`config.mk`:
```
export PLATFORM = sky130hd
export DESIGN_NAME = ir_distance_linearizer
export DESIGN_NICKNAME = d
export VERILOG_FILES = /design/src/irdl_pkg.sv /design/src/irdl_ctrl.sv /design/src/irdl_datapath.sv /design/src/ir_distance_linearizer.sv
export SDC_FILE = /design/constraint.sdc
export NUM_CORES = 1
export LEC_CHECK = 0
export ABC_AREA = 1
export BUFFER_PORTS_ARGS = -buffer_cell sky130_fd_sc_hd__buf_2
export CAP_MARGIN = 20
export CORE_UTILIZATION = 47
export DETAILED_ROUTE_END_ITERATION = 12
export PLACE_DENSITY = 0.75
export SLEW_MARGIN = 40
export SYNTH_ARGS = -nofsm -noshare
export SYNTH_HDL_FRONTEND = slang
export SYNTH_SLANG_ARGS = --single-unit
```
`constraint.sdc`:
```
create_clock -name clk_i -period 13.5 [get_ports clk_i]
set_input_delay 3.375 -clock clk_i [delete_from_list [all_inputs] [get_ports clk_i]]
set_output_delay 3.375 -clock clk_i [all_outputs]
set_load 0.02 [all_outputs]
```
`src/irdl_pkg.sv`:
```
// ----------------------------------------------------------------------------
// irdl_pkg
// Shared constants, calibration tables and controller/datapath bundles for
// the infrared distance linearizer.
// ----------------------------------------------------------------------------
`default_nettype none

package irdl_pkg;

  localparam int TABLE_LEN    = 31;
  localparam int NUM_CHANNELS = 4;

  localparam int CH_W      = 2;
  localparam int SAMPLE_W  = 12;
  localparam int DIST_W    = 13;
  localparam int ENTRY_W   = 8;
  localparam int IDX_W     = $clog2(TABLE_LEN);
  localparam int SCALE_W   = 8;
  localparam int NUM_W     = ENTRY_W + SCALE_W;
  localparam int DIV_CNT_W = $clog2(SCALE_W);

  localparam int S_TDATA_W = 16;
  localparam int S_TUSER_W = 2;
  localparam int M_TDATA_W = 16;
  localparam int M_TUSER_W = 2;

  // One table step is 10 mm, i.e. 160 sixteenths.
  localparam logic [DIST_W-1:0] STEP_SIXTEENTHS   = DIST_W'(160);
  localparam logic [DIST_W-1:0] OFFSET_SIXTEENTHS = DIST_W'(160);
  localparam logic [DIST_W-1:0] BEYOND_DIST       = DIST_W'(160 * TABLE_LEN);

  localparam logic [ENTRY_W-1:0] CAL_ROM [NUM_CHANNELS][TABLE_LEN] = '{
    '{8'd1,   8'd13,  8'd31,  8'd47,  8'd64,  8'd77,  8'd89,  8'd99,
      8'd106, 8'd113, 8'd118, 8'd123, 8'd128, 8'd132, 8'd137, 8'd139,
      8'd141, 8'd144, 8'd148, 8'd151, 8'd153, 8'd155, 8'd156, 8'd158,
      8'd159, 8'd161, 8'd161, 8'd162, 8'd164, 8'd164, 8'd166},
    '{8'd7,   8'd21,  8'd36,  8'd52,  8'd65,  8'd76,  8'd83,  8'd92,
      8'd98,  8'd106, 8'd111, 8'd115, 8'd119, 8'd124, 8'd125, 8'd129,
      8'd133, 8'd136, 8'd138, 8'd140, 8'd143, 8'd144, 8'd147, 8'd148,
      8'd149, 8'd150, 8'd151, 8'd152, 8'd153, 8'd154, 8'd154},
    '{8'd0,   8'd17,  8'd34,  8'd46,  8'd60,  8'd69,  8'd78,  8'd85,
      8'd92,  8'd98,  8'd103, 8'd109, 8'd114, 8'd119, 8'd123, 8'd128,
      8'd131, 8'd135, 8'd139, 8'd142, 8'd145, 8'd149, 8'd150, 8'd154,
      8'd156, 8'd159, 8'd162, 8'd164, 8'd166, 8'd169, 8'd171},
    '{8'd0,   8'd12,  8'd31,  8'd40,  8'd52,  8'd63,  8'd71,  8'd80,
      8'd87,  8'd93,  8'd97,  8'd105, 8'd112, 8'd117, 8'd213, 8'd127,
      8'd132, 8'd128, 8'd143, 8'd149, 8'd154, 8'd159, 8'd162, 8'd167,
      8'd171, 8'd177, 8'd182, 8'd187, 8'd193, 8'd199, 8'd203}
  };

  typedef struct packed {
    logic load;
    logic step_k;
    logic div_init;
    logic div_step;
    logic set_below;
    logic set_beyond;
    logic out_load;
  } cmd_t;

  typedef struct packed {
    logic below;
    logic match;
    logic last_seg;
    logic div_last;
  } status_t;

endpackage

`default_nettype wire

```
`src/irdl_ctrl.sv`:
```
// ----------------------------------------------------------------------------
// irdl_ctrl
// Sequencer: accepts an item, walks the segments, runs the serial divide and
// hands the result to the output register.
// ----------------------------------------------------------------------------
`default_nettype none

module irdl_ctrl (
  input  wire logic             clk_i,
  input  wire logic             rst_ni,
  input  wire logic             in_valid_i,
  output logic                  in_ready_o,
  input  wire logic             out_ready_i,
  output logic                  out_valid_o,
  input  wire irdl_pkg::status_t status_i,
  output irdl_pkg::cmd_t        cmd_o
);

  localparam logic [1:0] StIdle   = 2'd0;
  localparam logic [1:0] StSearch = 2'd1;
  localparam logic [1:0] StDivide = 2'd2;
  localparam logic [1:0] StDone   = 2'd3;

  logic [1:0] state_q, state_d;
  logic       out_valid_q, out_valid_d;

  always_comb begin
    state_d = state_q;
    cmd_o   = '0;
    case (state_q)
      StIdle: begin
        if (in_valid_i) begin
          cmd_o.load = 1'b1;
          state_d    = StSearch;
        end
      end
      StSearch: begin
        if (status_i.below) begin
          cmd_o.set_below = 1'b1;
          state_d         = StDone;
        end else if (status_i.match) begin
          cmd_o.div_init = 1'b1;
          state_d        = StDivide;
        end else if (status_i.last_seg) begin
          cmd_o.set_beyond = 1'b1;
          state_d          = StDone;
        end else begin
          cmd_o.step_k = 1'b1;
        end
      end
      StDivide: begin
        cmd_o.div_step = 1'b1;
        if (status_i.div_last) begin
          state_d = StDone;
        end
      end
      StDone: begin
        // The previous result must have left the output register first.
        if (!out_valid_q || out_ready_i) begin
          cmd_o.out_load = 1'b1;
          state_d        = StIdle;
        end
      end
      default: begin
        state_d = StIdle;
      end
    endcase
  end

  always_comb begin
    if (cmd_o.out_load) begin
      out_valid_d = 1'b1;
    end else if (out_ready_i) begin
      out_valid_d = 1'b0;
    end else begin
      out_valid_d = out_valid_q;
    end
  end

  always_ff @(posedge clk_i or negedge rst_ni) begin
    if (!rst_ni) begin
      state_q     <= StIdle;
      out_valid_q <= 1'b0;
    end else begin
      state_q     <= state_d;
      out_valid_q <= out_valid_d;
    end
  end

  assign in_ready_o  = (state_q == StIdle);
  assign out_valid_o = out_valid_q;

endmodule

`default_nettype wire

```
`src/irdl_datapath.sv`:
```
// ----------------------------------------------------------------------------
// irdl_datapath
// Segment search over the calibration table, restoring divider for the
// in-segment fraction, and the result register.
// ----------------------------------------------------------------------------
`default_nettype none

module irdl_datapath (
  input  wire logic                          clk_i,
  input  wire logic                          rst_ni,
  input  wire irdl_pkg::cmd_t                cmd_i,
  output irdl_pkg::status_t                  status_o,
  input  wire logic [irdl_pkg::CH_W-1:0]     channel_i,
  input  wire logic [irdl_pkg::SAMPLE_W-1:0] sample_i,
  output logic [irdl_pkg::DIST_W-1:0]        distance_o,
  output logic                               below_o,
  output logic                               beyond_o
);

  logic [irdl_pkg::CH_W-1:0]      ch_q;
  logic [irdl_pkg::SAMPLE_W-1:0]  sample_q;
  logic [irdl_pkg::IDX_W-1:0]     k_q;
  logic [irdl_pkg::ENTRY_W-1:0]   span_q;
  logic [irdl_pkg::ENTRY_W-1:0]   rem_q;
  logic [irdl_pkg::SCALE_W-1:0]   num_q;
  logic [irdl_pkg::SCALE_W-1:0]   quo_q;
  logic [irdl_pkg::DIV_CNT_W-1:0] cnt_q;
  logic                           below_q;
  logic                           beyond_q;
  logic [irdl_pkg::DIST_W-1:0]    dist_out_q;
  logic                           below_out_q;
  logic                           beyond_out_q;

  logic [irdl_pkg::CH_W-1:0]    ch_clamped;
  logic [irdl_pkg::ENTRY_W-1:0] lo;
  logic [irdl_pkg::ENTRY_W-1:0] hi;
  logic [irdl_pkg::ENTRY_W-1:0] diff;
  logic [irdl_pkg::NUM_W-1:0]   num;
  logic [irdl_pkg::ENTRY_W:0]   trial;
  logic                         ge;
  logic [irdl_pkg::DIST_W-1:0]  dist_base;
  logic [irdl_pkg::DIST_W-1:0]  dist_total;

  always_comb begin
    if (int'(channel_i) >= irdl_pkg::NUM_CHANNELS) begin
      ch_clamped = irdl_pkg::CH_W'(irdl_pkg::NUM_CHANNELS - 1);
    end else begin
      ch_clamped = channel_i;
    end
  end

  assign lo = irdl_pkg::CAL_ROM[ch_q][k_q];
  assign hi = irdl_pkg::CAL_ROM[ch_q][k_q + irdl_pkg::IDX_W'(1)];

  assign status_o.below    = (k_q == '0) && (sample_q < irdl_pkg::SAMPLE_W'(lo));
  assign status_o.match    = (irdl_pkg::SAMPLE_W'(lo) <= sample_q) &&
                             (irdl_pkg::SAMPLE_W'(hi) > sample_q);
  assign status_o.last_seg = (k_q == irdl_pkg::IDX_W'(irdl_pkg::TABLE_LEN - 2));
  assign status_o.div_last = (cnt_q == '1);

  // On a match the sample lies below hi, so the offset fits an entry.
  assign diff = irdl_pkg::ENTRY_W'(sample_q - irdl_pkg::SAMPLE_W'(lo));
  assign num  = irdl_pkg::NUM_W'(diff) * irdl_pkg::NUM_W'(irdl_pkg::STEP_SIXTEENTHS);

  // The quotient is below 160, so the upper numerator byte is already
  // smaller than the span and only eight quotient bits remain to find.
  assign trial = {rem_q, num_q[irdl_pkg::SCALE_W-1]};
  assign ge    = (trial >= {1'b0, span_q});

  always_comb begin
    if (below_q) begin
      dist_base = '0;
    end else if (beyond_q) begin
      dist_base = irdl_pkg::BEYOND_DIST;
    end else begin
      dist_base = irdl_pkg::DIST_W'(irdl_pkg::DIST_W'(k_q) * irdl_pkg::STEP_SIXTEENTHS) +
                  irdl_pkg::DIST_W'(quo_q);
    end
    if (!beyond_q && (ch_q == irdl_pkg::CH_W'(0) || ch_q == irdl_pkg::CH_W'(1))) begin
      dist_total = dist_base + irdl_pkg::OFFSET_SIXTEENTHS;
    end else begin
      dist_total = dist_base;
    end
  end

  always_ff @(posedge clk_i or negedge rst_ni) begin
    if (!rst_ni) begin
      k_q      <= '0;
      cnt_q    <= '0;
      below_q  <= 1'b0;
      beyond_q <= 1'b0;
    end else begin
      if (cmd_i.load) begin
        k_q      <= '0;
        below_q  <= 1'b0;
        beyond_q <= 1'b0;
      end
      if (cmd_i.step_k) begin
        k_q <= k_q + irdl_pkg::IDX_W'(1);
      end
      if (cmd_i.set_below) begin
        below_q <= 1'b1;
      end
      if (cmd_i.set_beyond) begin
        beyond_q <= 1'b1;
      end
      if (cmd_i.div_init) begin
        cnt_q <= '0;
      end else if (cmd_i.div_step) begin
        cnt_q <= cnt_q + irdl_pkg::DIV_CNT_W'(1);
      end
    end
  end

  always_ff @(posedge clk_i) begin
    if (cmd_i.load) begin
      ch_q     <= ch_clamped;
      sample_q <= sample_i;
    end
    if (cmd_i.div_init) begin
      span_q <= hi - lo;
      rem_q  <= num[irdl_pkg::NUM_W-1 -: irdl_pkg::ENTRY_W];
      num_q  <= num[irdl_pkg::SCALE_W-1:0];
      quo_q  <= '0;
    end else if (cmd_i.div_step) begin
      if (ge) begin
        rem_q <= irdl_pkg::ENTRY_W'(trial - {1'b0, span_q});
      end else begin
        rem_q <= irdl_pkg::ENTRY_W'(trial);
      end
      num_q <= {num_q[irdl_pkg::SCALE_W-2:0], 1'b0};
      quo_q <= {quo_q[irdl_pkg::SCALE_W-2:0], ge};
    end
    if (cmd_i.out_load) begin
      dist_out_q   <= dist_total;
      below_out_q  <= below_q;
      beyond_out_q <= beyond_q;
    end
  end

  assign distance_o = dist_out_q;
  assign below_o    = below_out_q;
  assign beyond_o   = beyond_out_q;

endmodule

`default_nettype wire

```
`src/ir_distance_linearizer.sv`:
```
// Sequence: after an input transfer the sequencer searches one segment per
//   cycle (k+1 search steps when segment k matches), runs the 8 divide steps
//   and loads the result register; below or beyond the table it skips the divide.
// Flow: one item at a time, set by the segment search and the bit-serial divider;
//   the result register lets a new item in, but a full one holds the sequencer.
// Reset: rst_ni clears the sequencer and the output valid; there is no table state.
// ----------------------------------------------------------------------------
// ir_distance_linearizer
// Converts a raw infrared reading into a distance in sixteenths of a
// millimeter by piecewise linear interpolation over per-channel tables.
// ----------------------------------------------------------------------------
`default_nettype none

module ir_distance_linearizer (
  input  wire logic                           clk_i,
  input  wire logic                           rst_ni,
  input  wire logic                           s_axis_tvalid,
  output logic                                s_axis_tready,
  input  wire logic [irdl_pkg::S_TDATA_W-1:0] s_axis_tdata,  // [11:0] sample
  input  wire logic [irdl_pkg::S_TUSER_W-1:0] s_axis_tuser,  // [1:0] channel
  output logic                                m_axis_tvalid,
  input  wire logic                           m_axis_tready,
  output logic [irdl_pkg::M_TDATA_W-1:0]      m_axis_tdata,  // [12:0] distance_sixteenths
  output logic [irdl_pkg::M_TUSER_W-1:0]      m_axis_tuser   // [0] below_table, [1] beyond_table
);

  irdl_pkg::cmd_t                cmd;
  irdl_pkg::status_t             status;
  logic [irdl_pkg::DIST_W-1:0]   distance;
  logic                          below;
  logic                          beyond;

  irdl_ctrl u_ctrl (
    .clk_i       (clk_i),
    .rst_ni      (rst_ni),
    .in_valid_i  (s_axis_tvalid),
    .in_ready_o  (s_axis_tready),
    .out_ready_i (m_axis_tready),
    .out_valid_o (m_axis_tvalid),
    .status_i    (status),
    .cmd_o       (cmd)
  );

  irdl_datapath u_datapath (
    .clk_i      (clk_i),
    .rst_ni     (rst_ni),
    .cmd_i      (cmd),
    .status_o   (status),
    .channel_i  (s_axis_tuser[irdl_pkg::CH_W-1:0]),
    .sample_i   (s_axis_tdata[irdl_pkg::SAMPLE_W-1:0]),
    .distance_o (distance),
    .below_o    (below),
    .beyond_o   (beyond)
  );

  assign m_axis_tdata = irdl_pkg::M_TDATA_W'(distance);
  assign m_axis_tuser = {beyond, below};

`ifndef SYNTHESIS
  // The block works on one item at a time.
  a_busy_after_accept: assert property (@(posedge clk_i) disable iff (!rst_ni)
    s_axis_tvalid && s_axis_tready |=> !s_axis_tready)
    else $error("input accepted while an item is in progress");

  a_flags_exclusive: assert property (@(posedge clk_i) disable iff (!rst_ni)
    m_axis_tvalid |-> !(m_axis_tuser[0] && m_axis_tuser[1]))
    else $error("below and beyond flags both set");

  a_beyond_distance: assert property (@(posedge clk_i) disable iff (!rst_ni)
    m_axis_tvalid && m_axis_tuser[1] |-> distance == irdl_pkg::BEYOND_DIST)
    else $error("beyond-table result has wrong distance");

  a_below_distance: assert property (@(posedge clk_i) disable iff (!rst_ni)
    m_axis_tvalid && m_axis_tuser[0] |->
      (distance == '0 || distance == irdl_pkg::OFFSET_SIXTEENTHS))
    else $error("below-table result has wrong distance");
`endif

endmodule

`default_nettype wire
```
# Word level (Yosys, flattened, before mapping)
# Index checks and enable logic that the tools add are counted.
# W data, S select, Z words.
totals:
  reg_bits: 69
  output_inout_bits: 20
  word_cells: 108
classes:
  n_addsub: 7
  mul: 2
  n_lt_le_gt_ge: 7
  eq_ne: 10
  muxes: 48
  n_bitwise: 3
  n_reduce_logical: 16
ops:
  columns: ["operator", "n"]
  rows:
  - ["$bmux W248 S2", 1]
  - ["$mux W248", 2]
  - ["$bmux W8 S5", 2]
  - ["$mux W8", 9]
  - ["$mux W13", 3]
  - ["$sub A8 B8 Y8", 3]
  - ["$mux W2", 9]
  - ["$mux W1", 17]
  - ["$add A13 B8 Y13", 1]
  - ["$add A13 B8 Y13 const B", 1]
  - ["$ge A6 B6 Y1 const B", 2]
  - ["$gt A8 B12 Y1", 1]
  - ["$le A8 B12 Y1", 1]
  - ["$lt A12 B8 Y1", 1]
  - ["$not A5 Y6", 2]
  - ["$mul A8 B3 Y11 const B", 1]
  - ["$mux W5", 2]
  - ["$reduce_bool A2 Y1", 5]
  - ["$ge A9 B8 Y1", 1]
  - ["$mul A5 B3 Y8 const B", 1]
  - ["$pmux W2 S4", 1]
  - ["$mux W3", 2]
  - ["$add A5 B1 Y5 const B", 1]
  - ["$eq A5 B5 Y1 const B", 1]
  - ["other kinds (15)", 23]

# Logic depth before layout (Yosys ltp)
# Gate-level depths: netlist of run 1.
depth:
  depth_word: 13
  depth_mapped: 29
  ltp_nobuf: 29

# Modules after synthesis
# From an unflattened synthesis of run 1, not the netlist that was laid out.
hier_totals:
  hier_cells: 1113
  area_unflattened_um2: 7526.0
by_module_without_submodules:
  columns: ["module", "instances", "cells_per_inst", "area_per_inst_um2"]
  rows:
  - ["irdl_datapath", 1, 1056, 7148.1]
  - ["irdl_ctrl", 1, 51, 336.6]
  - ["ir_distance_linearizer", 1, 6, 41.3]

# Worst setup path after synthesis of run 1
# Ideal clock, no wire load.
synth_timing:
  kind: "input -> register"
  from: "in m_axis_tready"
  to: "reg u_datapath.below_out_q, in the netlist u_datapath.below_o (enable)"
  arrival_ps: 4195
  slack_ps: 8913
  stages: 2
  n_path_buf: 0
  path_cell_list: "inv_1 -> a21oi_1"
synth_lines:
  columns: ["item", "line", "source"]
  rows:
  - ["start: declaration", "ir_distance_linearizer.sv:22", "input wire logic m_axis_tready,"]
  - ["end signal: assignment", "irdl_datapath.sv:136", "below_out_q <= below_q;"]
  - ["end: declaration", "irdl_datapath.sv:31", "logic below_out_q;"]

==> results.cfg, run 1 <==
[status]
outcome = finished, final reports clean

[synth]
synthCells = 1074
synth_flop_cell = edfxtp_1
synth_seq_cells = 69
ys_async_sr_fraction_pct = 18.8
synth_cell_types = 53
syn_avg_cell_area_sq_um = 6.98
synth_seq_area_share_pct = 25.7
synth_warnings = 0
synth-edff-count = 48
synthesis.area_sq_um = 7500

[clocking]
postCtsSetupBuffers = 0
path_clk_slew_ns = 0.06
numClockSinks = 69
cts_resized = 0
htreeDepth = 3
clockRootBuffer = clkbuf_16
clock_path_buffers = 2
cts_tree = yes
hold_buffers = 0
clk_latency_ns = 0.34
cts_buffers = 9

[grt]
grt-ovfl-total = 0
grt_pass1_vias = 6565
grt_util_all_layers_pct = 27.3
grt_antenna_before_repair = 0
grt_max_degree = 45
grt_pass1_wl_microns = 34600

[worst_hold_path]
holdPathStages = 2
hold_path.class = reg2reg

[setup_path]
required_ns = 13.48
worstSetupEndpointType = register
crit_family = simple AND/OR/NAND/NOR gates
r2r_cells = 20
crit_fanout = 38
cp_slowest_stage_delay_ns = 0.52
crit_type = reg2reg
startpoint_type = register
critPathMostFrequentCell = nand2_1
crit_buf_inv = 6
cp_num_cells = 20
worstPathArrival_ns = 5.93
cpMaxStageDelayCell = nand3_2
path_cells = buf_4 > inv_2 > ha_1 > buf_4 > inv_2 > nand2_1 > o22ai_1 > nand2_1 > o211ai_1 > nand2_1 > nor2_1 > ha_1 > nand2_1 > inv_1 > nand2_1 > nor3_1 > a21oi_2 > nand3_2 > inv_2 > or2_1

[timing]
clock.fmax_mhz = 168
fin_skew_ns = 0.00729
hold_viol = 0
tightest_slew_ns = 0.758
drv_slew = 0
grt_setup_unrepaired = no
setup_violations = 0
min_period_over_period_pct = 44.1
setup_tns_ns = 0
timing.final.crit_period_ns = 5.95
slew_headroom_pct = 49.5

[floorplan]
start_util_pct = 48.8
rows = 45
die_area_sq_um = 16500
die_width_microns = 128
coreArea_sq_um = 15400
die_y_microns = 128
io_pins = 42

[placement]
io_buffer_count = 34
dp_hpwl_microns = 16500
routabilityCongestion = 0.990

[drt]
drt_pass1_iterations = 5
drt_first_iter_violations = 865
num_vias = 7311
wl_met3_microns = 1610
via_per_inst = 5.61
wl_per_cell_microns = 16.8
routed_wl_microns = 21900
drc = 0
drtAntennaViolNets = 0
top_layer_used = met4
drt-met1-wl_microns = 9780
route.met2.wl_microns = 9550

[cells_and_area]
seq_area_sq_um = 1930
multi_input_area_sq_um = 4740
nNetsFinal = 1199
final_layout_size_suffix_gt1_share_pct = 8.97
antenna_cells = 0
area_growth_pct = 7.69
fillers = 1515

[run]
drv_cap = 0
==> registers in the layout (all words and copies together), names as in the netlist, 3 cells and up <==
name	cells
u_datapath.distance_o	13
u_datapath.sample_q	12
u_datapath.quo_q	8
u_datapath.rem_q	8
u_datapath.span_q	8
u_datapath.k_q	5
u_datapath.cnt_q	3
u_datapath.num_q	3
==> per-layer routing <==
metal	up-vias	track usage [%]
li1	3591	-
met1	3286	37.1
met2	372	41.8
met3	62	4.63
met4	0	13.1
met5	-	0
==> through the flow <==
step                hold WS [ns]  worst slack, ns  cell area [sq um]  util [%]  std cells
floorplan                  0.447             8.91               7500         -       1076
global placement           0.462             7.60               7740      50.4       1288
detailed placement         0.467             7.69               7740      50.4       1288
CTS                        0.483             7.68               8070      52.5       1304
global route               0.501             7.19               8070      52.5       1304
finish                     0.486             7.55               8070      52.5       1304
==> worst reg2reg max path: cells and delay by family, from the launching register on <==
kind                     cells  cell delay, ns
flip-flops                   1            0.35
adder cells (fa/ha/maj)      2            0.66
AO/OA/AOI/OAI                3            0.56
buffers and inverters        6            1.97
AND/OR/NAND/NOR              9            2.04
==> final timing paths <==
path / slack, ns / start / endpoint
max: 7.55 / u_datapath.k_q[1] / u_datapath.num_q[7]
min: 0.49 / u_datapath.quo_q[4] / u_datapath.quo_q[4]
max reg2reg: 7.55 / u_datapath.k_q[1] / u_datapath.num_q[7]
min reg2reg: 0.49 / u_datapath.quo_q[4] / u_datapath.quo_q[4]
max in group asynchronous: 10.34 / rst_ni / u_datapath.k_q[1]
min in group asynchronous: 2.92 / rst_ni / u_ctrl.out_valid_o
==> area by class of cell <==
cell class	instances	share of cell area (%)
Inverter	159	7.46
Clock buffer	9	2.79
Tap cell	211	3.27
Multi-Input combinational cell	810	58.8
Timing Repair Buffer	39	2.57
Clock inverter	7	1.29
Sequential cell	69	23.9
==> synth_stat cells, types with 5 or more instances <==
master / number / share of area, %
o21ai_1: 19 / 1.3
nand3b_1: 5 / 0.50
o21ai_0: 52 / 3.5
nand2_1: 276 / 14
clkbuf_1: 6 / 0.30
nor3_1: 7 / 0.47
nand4_1: 11 / 0.92
buf_4: 9 / 0.90
inv_1: 145 / 7.3
a21oi_1: 59 / 3.9
a31oi_1: 6 / 0.50
fa_1: 6 / 1.6
o211ai_1: 26 / 2.6
dfrtp_1: 13 / 4.3
buf_2: 16 / 1.1
edfxtp_1: 48 / 19
nand3_1: 86 / 5.7
xnor2_1: 8 / 0.93
ha_1: 83 / 14
buf_6: 5 / 0.75
inv_2: 13 / 0.65
nor2_1: 78 / 3.9
o22ai_1: 13 / 1.1
nand2_2: 12 / 1.0
o221ai_1: 7 / 0.82
dfxtp_1: 8 / 2.1
xor2_1: 13 / 1.5
==> cell usage in the layout (no fill, tap or decap), types with 19 or more instances in the layout <==
cell type | synthesis | final
o21ai_0 | 52 | 52
nand3_1 | 86 | 86
ha_1 | 83 | 83
nor2_1 | 78 | 77
edfxtp_1 | 48 | 48
o21ai_1 | 19 | 19
a21oi_1 | 59 | 59
nand2_1 | 276 | 276
o211ai_1 | 26 | 26
buf_2 | 16 | 34
inv_1 | 145 | 145
==> kinds of logic after synthesis <==
logic type	Yosys count	synth area share (%)
xor+xnor	24	3.41
buf+inv	197	11.2
fa+ha+maj	89	15.5
compound gates	202	15.8
simple gates	492	28.4
other cells	1	0.0500
flops	69	25.7
Power of run 1 is left out: the tool's default activity adds up to more than one toggle a clock period on the data nets, which glitch-free logic cannot reach.
==> inputs of run 2 (changes only) <==
Clock period 13.5 ns to 5.65 ns, I/O delays scaled along.
==> results.cfg, run 2 (synthesis gave the netlist of run 1 again) <==
[floorplan]
rows = 45
die_width_microns = 128
start_util_pct = 48.8
die_y_microns = 128
die_area_sq_um = 16500
coreArea_sq_um = 15400
io_pins = 42

[grt]
grt_pass1_wl_microns = 35800
grt_pass1_vias = 6860
grt_max_degree = 38
grt-ovfl-total = 0
grt_util_all_layers_pct = 28.5
grt_antenna_before_repair = 0

[timing]
tightest_slew_ns = 0.799
grt_setup_unrepaired = no
setup_violations = 0
timing.final.crit_period_ns = 5.06
drv_slew = 0
min_period_over_period_pct = 89.6
clock.fmax_mhz = 197
hold_viol = 0
slew_headroom_pct = 46.7
setup_tns_ns = 0
fin_skew_ns = 0.00728

[clocking]
cts_resized = 0
hold_buffers = 0
cts_tree = yes
cts_buffers = 9
path_clk_slew_ns = 0.06
clockRootBuffer = clkbuf_16
htreeDepth = 3
numClockSinks = 69
clk_latency_ns = 0.34
clock_path_buffers = 2
postCtsSetupBuffers = 0

[cells_and_area]
mostFrequentLayoutCell = nand2_1
antenna_cells = 0
area_growth_pct = 9.21
nNetsFinal = 1218
largest_reg_flops = 13
fillers = 1513
final_layout_size_suffix_gt1_share_pct = 10.4
final_cell_mix = nand2_1, inv_1, nand3_1

[status]
outcome = finished, final reports clean

[worst_hold_path]
hold_path.class = reg2reg
hp-start = u_datapath.quo_q[2]

[setup_path]
startpoint_type = register
cpMaxStageDelayCell = dfrtp_1
cp_slowest_stage_delay_ns = 0.81
crit_type = reg2reg
worstSetupEndpointType = register
crit_family = adder cells
required_ns = 5.75
worstPathArrival_ns = 5.16
crit_start = u_datapath.k_q[0]
worstReg2RegStart = u_datapath.k_q[0]
crit_fanout = 16
crit_buf_inv = 4
critPathMostFrequentCell = nand2_1
path_cells = inv_2 > ha_1 > inv_1 > nand2_1 > o21ai_0 > o21ai_1 > nand3_1 > nand2_1 > nand2_1 > inv_1 > ha_1 > nand2_1 > o21ai_1 > a21oi_1 > xnor2_1 > ha_1 > ha_1 > inv_1 > nor2_1 > nor2_1 > o21ai_0 > or2_2 > nand3_1 > nand2_1

[placement]
dp_hpwl_microns = 17400
io_buffer_count = 34
routabilityCongestion = 1.03

[drt]
drt_pass1_iterations = 5
drtAntennaViolNets = 0
routed_wl_microns = 22700
wl_per_cell_microns = 17.2
drt_first_iter_violations = 712
num_vias = 7470
via_per_inst = 5.65
drc = 0

[run]
drv_cap = 0
==> run 2: final timing paths <==
kind	endpoint	slack [ns]	depth (start not counted)
hold / removal	u_datapath.quo_q[2]	0.48	2
min in group asynchronous	u_ctrl.out_valid_o	0.96	1
hold reg to reg	u_datapath.quo_q[2]	0.48	2
setup / recovery	u_datapath.rem_q[5]	0.59	24
max in group asynchronous	u_datapath.cnt_q[0]	4.44	1
setup reg to reg	u_datapath.rem_q[5]	0.59	24
==> run 2: metrics by stage <==
stage	hold WS, ns	util (%)	worst slack (ns)	instance area [sq um]	instances
finish	0.477	53.3	0.585	8190	1323
global route	0.507	53.3	0.280	8190	1323
CTS	0.483	53.3	0.660	8190	1323
detailed placement	0.464	51.4	0.708	7900	1307
global placement	0.462	51.4	0.685	7900	1307
floorplan	0.447	-	1.15	7500	1076
==> run 2: area by class of cell <==
type | count | area (sq um) | share of cell area [%]
Clock buffer | 9 | 225 | 2.75
Clock inverter | 7 | 65.1 | 0.795
Inverter | 159 | 602 | 7.35
Multi-Input combinational cell | 810 | 4740 | 57.9
Sequential cell | 69 | 1930 | 23.5
Tap cell | 211 | 264 | 3.22
Timing Repair Buffer | 58 | 363 | 4.43
==> run 2: worst min-delay path, cell delays in order, from the launching register on <==
cell and delay [ns]:
dfxtp_1 0.32, o211ai_1 0.08, inv_1 0.05
==> run 2: routing by layer <==
layer  GRT usage [%]  share of wire, %  vias up
met5               0                 0        -
met4            16.2               5.2        0
met3            4.92               8.3       78
met2            43.6                43      390
met1            38.0                43     3356
li1                -                 -     3646
Power of run 2 is left out for the same reason.
